## src/hw/rtl/i2cms_pkg.sv

```systemverilog
// I2C master transfer sequencer: shared types, event and command codes.
// No dependencies; used by every file in hw/rtl.
`timescale 1ns / 1ps

package i2cms_pkg;

	localparam int COUNT_WIDTH_DEF = 16;
	localparam logic [7:0] READ_BIT = 8'h01;

	typedef enum logic [2:0] {
		KIND_START_WR   = 3'd0,
		KIND_START_RD   = 3'd1,
		KIND_START_SENT = 3'd2,
		KIND_ADDR_ACK   = 3'd3,
		KIND_RX_READY   = 3'd4,
		KIND_TX_EMPTY   = 3'd5,
		KIND_ERROR      = 3'd6
	} kind_t;

	typedef enum logic [2:0] {
		CMD_START     = 3'd0,
		CMD_START_ACK = 3'd1,
		CMD_STOP_ON   = 3'd2,
		CMD_STOP      = 3'd3,
		CMD_CLEAR     = 3'd4
	} cmd_t;

	typedef enum logic [1:0] {
		CMP_NONE = 2'd0,
		CMP_OK   = 2'd1,
		CMP_FAIL = 2'd2
	} cmp_t;

	typedef struct packed {
		logic [2:0]  kind;
		logic [15:0] length;
		logic        transmitter;
		logic [7:0]  rx_data;
		logic [7:0]  tx_data;
		logic        ack_failure;
	} item_t;

	typedef struct packed {
		logic        accepted;
		logic        dr_write_valid;
		logic [7:0]  dr_write_data;
		logic        cr1_write_valid;
		logic [2:0]  cr1_command;
		logic        rx_valid;
		logic [7:0]  rx_byte;
		logic [15:0] byte_index;
		logic        tx_consumed;
		logic [1:0]  completion;
	} result_t;

endpackage

```

## src/hw/rtl/i2cms_core.sv

```systemverilog
// Transfer state (busy, direction, count, position, address) and the per-event decision.
// Depends on i2cms_pkg.
`timescale 1ns / 1ps

module i2cms_core #(
	parameter int COUNT_WIDTH = i2cms_pkg::COUNT_WIDTH_DEF
) (
	input  logic                clk,
	input  logic                arst_n,
	input  logic                cfg_wen,
	input  logic [7:0]          cfg_wdata,
	input  logic                step,
	input  i2cms_pkg::item_t    item,
	output i2cms_pkg::result_t  result
);

	logic                   busy_q, busy_n;
	logic                   reading_q, reading_n;
	logic [COUNT_WIDTH-1:0] remaining_q, remaining_n;
	logic [COUNT_WIDTH-1:0] position_q, position_n;
	logic [7:0]             dev_addr_q;

	logic [COUNT_WIDTH+15:0] len_ext;
	logic [COUNT_WIDTH+15:0] pos_ext;
	logic [COUNT_WIDTH-1:0]  rem_dec;
	logic [COUNT_WIDTH-1:0]  pos_inc;

	assign len_ext = {{COUNT_WIDTH{1'b0}}, item.length};
	assign pos_ext = {16'b0, position_q};
	assign rem_dec = remaining_q - COUNT_WIDTH'(1);
	assign pos_inc = position_q + COUNT_WIDTH'(1);

	always_comb begin
		result      = '0;
		busy_n      = busy_q;
		reading_n   = reading_q;
		remaining_n = remaining_q;
		position_n  = position_q;
		unique case (item.kind)
			i2cms_pkg::KIND_START_WR, i2cms_pkg::KIND_START_RD: begin
				if (!busy_q && item.length != 16'd0) begin
					busy_n                 = 1'b1;
					reading_n              = (item.kind == i2cms_pkg::KIND_START_RD);
					remaining_n            = len_ext[COUNT_WIDTH-1:0];
					position_n             = '0;
					result.accepted        = 1'b1;
					result.cr1_write_valid = 1'b1;
					result.cr1_command     = (reading_n && item.length != 16'd1) ?
						i2cms_pkg::CMD_START_ACK : i2cms_pkg::CMD_START;
				end
			end
			i2cms_pkg::KIND_START_SENT: begin
				if (busy_q) begin
					result.dr_write_valid = 1'b1;
					result.dr_write_data  = dev_addr_q | (reading_q ? i2cms_pkg::READ_BIT : 8'h00);
				end
			end
			i2cms_pkg::KIND_ADDR_ACK: begin
				if (busy_q) begin
					if (item.transmitter) begin
						if (remaining_q != '0) begin
							result.dr_write_valid = 1'b1;
							result.dr_write_data  = item.tx_data;
							result.byte_index     = pos_ext[15:0];
							result.tx_consumed    = 1'b1;
							position_n            = pos_inc;
							remaining_n           = rem_dec;
							if (rem_dec == '0) begin
								result.cr1_write_valid = 1'b1;
								result.cr1_command     = i2cms_pkg::CMD_STOP_ON;
							end
						end
					end else if (remaining_q == COUNT_WIDTH'(1)) begin
						result.cr1_write_valid = 1'b1;
						result.cr1_command     = i2cms_pkg::CMD_STOP_ON;
					end
				end
			end
			i2cms_pkg::KIND_RX_READY: begin
				if (busy_q && remaining_q != '0) begin
					result.rx_valid   = 1'b1;
					result.rx_byte    = item.rx_data;
					result.byte_index = pos_ext[15:0];
					position_n        = pos_inc;
					remaining_n       = rem_dec;
					if (rem_dec == COUNT_WIDTH'(1)) begin
						result.cr1_write_valid = 1'b1;
						result.cr1_command     = i2cms_pkg::CMD_STOP_ON;
					end else if (rem_dec == '0) begin
						result.cr1_write_valid = 1'b1;
						result.cr1_command     = i2cms_pkg::CMD_STOP;
						result.completion      = i2cms_pkg::CMP_OK;
						busy_n                 = 1'b0;
					end
				end
			end
			i2cms_pkg::KIND_TX_EMPTY: begin
				if (busy_q) begin
					if (remaining_q != '0) begin
						remaining_n           = rem_dec;
						result.dr_write_valid = 1'b1;
						result.dr_write_data  = item.tx_data;
						result.byte_index     = pos_ext[15:0];
						result.tx_consumed    = 1'b1;
						position_n            = pos_inc;
					end else begin
						result.cr1_write_valid = 1'b1;
						result.cr1_command     = i2cms_pkg::CMD_STOP;
						result.completion      = i2cms_pkg::CMP_OK;
						busy_n                 = 1'b0;
					end
				end
			end
			i2cms_pkg::KIND_ERROR: begin
				result.cr1_write_valid = 1'b1;
				result.cr1_command     = item.ack_failure ?
					i2cms_pkg::CMD_STOP : i2cms_pkg::CMD_CLEAR;
				if (busy_q) begin
					result.completion = i2cms_pkg::CMP_FAIL;
					busy_n            = 1'b0;
				end
			end
			default: begin
			end
		endcase
	end

	always_ff @(posedge clk or negedge arst_n) begin
		if (!arst_n) begin
			busy_q      <= 1'b0;
			reading_q   <= 1'b0;
			remaining_q <= '0;
			position_q  <= '0;
			dev_addr_q  <= 8'h00;
		end else begin
			if (cfg_wen) begin
				dev_addr_q <= cfg_wdata;
			end
			if (step) begin
				busy_q      <= busy_n;
				reading_q   <= reading_n;
				remaining_q <= remaining_n;
				position_q  <= position_n;
			end
		end
	end

endmodule

```

## src/hw/rtl/i2c_master_transfer_sequencer_unit.sv

```systemverilog
// I2C master transfer sequencer top level: input register, decision core, result register.
// Depends on i2cms_pkg and i2cms_core.
// Path: a beat goes from the input register through the core into the result register.
// Throughput: one beat per cycle while unstalled; one registered pass through i2cms_core.
// Reset (arst_n low, asynchronous): idle, both stages empty, counters and address cleared.
`timescale 1ns / 1ps

module i2c_master_transfer_sequencer_unit #(
	parameter int COUNT_WIDTH = i2cms_pkg::COUNT_WIDTH_DEF
) (
	input  logic        clk,
	input  logic        arst_n,
	input  logic        cfg_wen,
	input  logic [7:0]  cfg_wdata,
	input  logic        in_valid,
	output logic        in_stall,
	input  logic [2:0]  kind,
	input  logic [15:0] length,
	input  logic        transmitter,
	input  logic [7:0]  rx_data,
	input  logic [7:0]  tx_data,
	input  logic        ack_failure,
	output logic        out_valid,
	input  logic        out_stall,
	output logic        accepted,
	output logic        dr_write_valid,
	output logic [7:0]  dr_write_data,
	output logic        cr1_write_valid,
	output logic [2:0]  cr1_command,
	output logic        rx_valid,
	output logic [7:0]  rx_byte,
	output logic [15:0] byte_index,
	output logic        tx_consumed,
	output logic [1:0]  completion
);

	logic                valid_s1;
	i2cms_pkg::item_t    item_s1;
	logic                valid_s2;
	i2cms_pkg::result_t  result_s2;
	i2cms_pkg::result_t  result_c;
	logic                s2_free;
	logic                step;
	logic                in_take;

	assign s2_free  = !valid_s2 || !out_stall;
	assign step     = valid_s1 && s2_free;
	assign in_stall = valid_s1 && !s2_free;
	assign in_take  = in_valid && !in_stall;

	i2cms_core #(
		.COUNT_WIDTH(COUNT_WIDTH)
	) u_core (
		.clk      (clk),
		.arst_n   (arst_n),
		.cfg_wen  (cfg_wen),
		.cfg_wdata(cfg_wdata),
		.step     (step),
		.item     (item_s1),
		.result   (result_c)
	);

	always_ff @(posedge clk or negedge arst_n) begin
		if (!arst_n) begin
			valid_s1 <= 1'b0;
			valid_s2 <= 1'b0;
		end else begin
			if (in_take) begin
				valid_s1 <= 1'b1;
			end else if (step) begin
				valid_s1 <= 1'b0;
			end
			if (step) begin
				valid_s2 <= 1'b1;
			end else if (!out_stall) begin
				valid_s2 <= 1'b0;
			end
		end
	end

	always_ff @(posedge clk) begin
		if (in_take) begin
			item_s1 <= '{kind: kind, length: length, transmitter: transmitter,
				rx_data: rx_data, tx_data: tx_data, ack_failure: ack_failure};
		end
		if (step) begin
			result_s2 <= result_c;
		end
	end

	assign out_valid       = valid_s2;
	assign accepted        = result_s2.accepted;
	assign dr_write_valid  = result_s2.dr_write_valid;
	assign dr_write_data   = result_s2.dr_write_data;
	assign cr1_write_valid = result_s2.cr1_write_valid;
	assign cr1_command     = result_s2.cr1_command;
	assign rx_valid        = result_s2.rx_valid;
	assign rx_byte         = result_s2.rx_byte;
	assign byte_index      = result_s2.byte_index;
	assign tx_consumed     = result_s2.tx_consumed;
	assign completion      = result_s2.completion;

endmodule

```

## config.mk

```make
export PLATFORM = sky130hd
export DESIGN_NAME = i2c_master_transfer_sequencer_unit
export DESIGN_NICKNAME = d
export VERILOG_FILES = /design/src/hw/rtl/i2cms_pkg.sv /design/src/hw/rtl/i2cms_core.sv /design/src/hw/rtl/i2c_master_transfer_sequencer_unit.sv
export SDC_FILE = /design/constraint.sdc
export NUM_CORES = 1
export LEC_CHECK = 0
export ABC_AREA = 1
export BUFFER_PORTS_ARGS = -buffer_cell sky130_fd_sc_hd__buf_2
export CAP_MARGIN = 30
export CORE_MARGIN = 2
export CORE_UTILIZATION = 50
export DETAILED_ROUTE_END_ITERATION = 6
export PLACE_DENSITY_LB_ADDON = 0.05
export SETUP_SLACK_MARGIN = 0.15
export SYNTH_ARGS = -nofsm -noshare
export SYNTH_HDL_FRONTEND = slang
export SYNTH_SLANG_ARGS = --single-unit
```

## constraint.sdc

```tcl
create_clock -name clk -period 10.3 [get_ports clk]
set_input_delay 1.03 -clock clk [delete_from_list [all_inputs] [get_ports clk]]
set_output_delay 1.03 -clock clk [all_outputs]
set_load 0.005 [all_outputs]
```

==> metrics <==
Final Hold Fails 0; Hold Crit Endpoint u_core.reading_q$_DFFE_PN0P_; Synth warnings 0; # Post-CTS Setup Buffers 0; core footprint roughly 0.012 mm^2; clock latency on the worst-skew pair between 0.4 and 0.5 ns; area grow syn2layout 20.1%; antenna-violating nets left 0; FF-to-FF Start out_valid$_DFFE_PN0P_; H-Tree Depth 4; Yosys cell types 40; Max Clock Skew a little over 0.008 ns; gpl congestion between 0.8 and 0.9; initial antenna violation count 0; Req. time, crit path ~11 ns; Worst R2R Path Depth 7; most common cell after layout, fill and taps aside nand2_1; Synth Area in Simple Gates 0.246; XOR/XNOR share of the synthesized area 0.0215; GRT Max-Usage Layer met2; cell count after synthesis between 600 and 700; GRT met1 Usage 0.251; Final HPWL DP around 8500 um; Slew @ Worst Pin between 0.9 and 1 ns; endpoints failing setup 0; cts bufs inserted 17; Ant. Diodes 0; Post-Route WL 11900 um; DR pass1 iterations 5; I/O pins 94; mux contribution to synthesized area 0.00184; clk root buf clkbuf_16; Max-slew headroom 0.372; Crit Path Max Fanout a little over 60; Hold-fix buffers, CTS 0; global-route met2 utilization 0.307; Async SR Flop Fraction 0.358; VDD IR max roughly 0.13 mV; routed via count 4378; Post-Syn Nets roughly 680; post-CTS sizing 0; HP Start u_core.reading_q$_DFFE_PN0P_; most frequent cells in the layout nand2_1 (112), buf_2 (93), nor2_1 (83), edfxtp_1 (79), inv_1 (75); adder-cell share of the synthesized area 0.0102; status completed; Die Y around 110 um; drt initial violations around 260; Worst EP arrival approximately 3.4 ns; GRT Overall Usage 0.195; Final nets 782; Port-buffer cells 93; critical path class in2reg; worst min path class reg2reg; Synth area leaders edfxtp_1 (39%), dfrtp_1 (18%), nand2_1 (6.9%), nor2_1 (5.1%), inv_1 (4.6%); largest net degree at the start of global routing 63; mapped cell area 0.00611 mm^2; Avg Inst Size Synth 9.79 um^2; number of synthesized flops with an enable pin slightly below 80; Hold Path Stages 2; Leak roughly 0.0032 uW; global route overflow 0; grt met3 use 0.0572; RSZ-0062 raised after global routing false; total negative setup slack 0 ns; PwrDens roughly 240 mW/mm^2; Reg2Reg Capture Point u_core.position_q[0]$_DFFE_PN0P_; crit path launch type primary input; largest family of logic cells by synthesized area simple AND/OR/NAND/NOR gates; Die Wd 115 um; DR vias/cell 4.94; Synth Flop Type edfxtp_1; Clk pin slew, worst setup/hold paths ~0.05 ns; TritonCTS clock tree done; clock buffer depth 2; row count 40; Die ar. 0.0131 mm^2; CTS sink cnt roughly 120; post-route clock period utilization 0.294; Fin Hold WS 0.488 ns; fmax around 330 MHz; top-area cell type share of the netlist area 0.388; flop2flop setup slack roughly 7.6 ns; FF+latch count, synth between 100 and 150; WL per Instance approximately 13 um; register area share after synthesis 0.569; largest area contributor in the netlist edfxtp_1; vias in the first global route ~4100; layout cells sized above 1 0.309; Initial Util 0.511; Max Cap Viol 0; CP endpoint kind flip-flop; Post-route DRC 0; Compound-Gate Fraction of Synth Area 0.0842; Pins Over Slew Limit 0; global-route wire length before repair about 20000 um; post-route minimum period roughly 3 ns
## per-stage QoR
| stage | instances | area [um^2] | power [uW] | setup WS [ns] | util |
|---|---|---|---|---|---|
| after global routing | 887 | 7330 | 1850 | 7.12 | 0.613 |
| after floorplan | 624 | 6110 | 1040 | 6.05 | - |
| after detailed placement | 855 | 6730 | 1150 | 6.86 | 0.563 |
| after global placement | 853 | 6680 | 1140 | 6.92 | 0.559 |
| after CTS | 887 | 7330 | 1760 | 7.28 | 0.613 |
| final | 887 | 7330 | 1740 | 7.27 | 0.613 |
## sequential cells by signal (all words and copies together), names as in the netlist
signal,count
dr_write_valid,1
rx_byte,8
cr1_write_valid,1
cr1_command,3
valid_s1,1
u_core.remaining_q,16
u_core.dev_addr_q,8
byte_index,16
tx_consumed,1
rx_valid,1
dr_write_data,8
u_core.reading_q,1
completion,2
out_valid,1
u_core.busy_q,1
accepted,1
u_core.position_q,16
item_s1,37
## per-layer routing
layer,routed length (um),vias up,part of all wire
li1,-,2262,-
met1,5630,2006,0.47
met2,5510,90,0.46
met3,467,20,0.039
met4,289,0,0.024
met5,0,-,0
## cells in the mapped netlist (4+ instances only)
cell type / n
edfxtp_1: 79
ha_1: 5
o21ai_2: 31
buf_2: 4
nor2_1: 83
nor3_1: 12
nand3_2: 6
nor2_4: 7
xor2_1: 14
buf_6: 6
nand2_2: 37
inv_2: 5
nand2_1: 112
inv_1: 75
nand3_1: 30
nor2_2: 7
nand4_1: 6
dfrtp_1: 44
o21ai_0: 31
## critical path: stages
cell and delay (ns):
buf_2 0.12, a21oi_4 0.14, buf_4 0.48, a21boi_1 0.41
o211ai_4 0.14, inv_4 0.68, nand3_1 0.18, o21ai_2 0.09
## how the worst max path moves through the flow
stage	from	to	depth (start not counted)
after floorplan	out_stall	u_core.position_q[5]$_DFFE_PN0P_	7
after global placement	out_stall	u_core.position_q[0]$_DFFE_PN0P_	8
after detailed placement	out_stall	u_core.position_q[15]$_DFFE_PN0P_	8
after CTS	out_stall	u_core.position_q[15]$_DFFE_PN0P_	8
after global routing	out_stall	u_core.position_q[0]$_DFFE_PN0P_	8
final	out_stall	u_core.position_q[0]$_DFFE_PN0P_	8
## where the power goes
part | internal (uW) | switching [uW]
registers | 609 | 60.2
logic | 158 | 317
clock network | 392 | 207
## logic make-up (layout without fill, tap and decap cells)
group	Yosys count	in the layout
AOI/OAI and AO/OA	74	74
buffers and inverters	95	211
and+or+nand+nor	311	311
xor gates and xnor gates	15	15
muxes	1	1
DFF	123	123
adders and majority gates	5	5
## area by class of cell
type	instances	area, um^2
Clock inverter	11	143
Multi-Input combinational cell	406	2240
Tap cell	147	184
Fill cell	977	4630
Timing Repair Buffer	97	528
Clock buffer	21	460
Sequential cell	123	3470
Inverter	82	310
No activity file was read; power rests on OpenSTA's default activity.
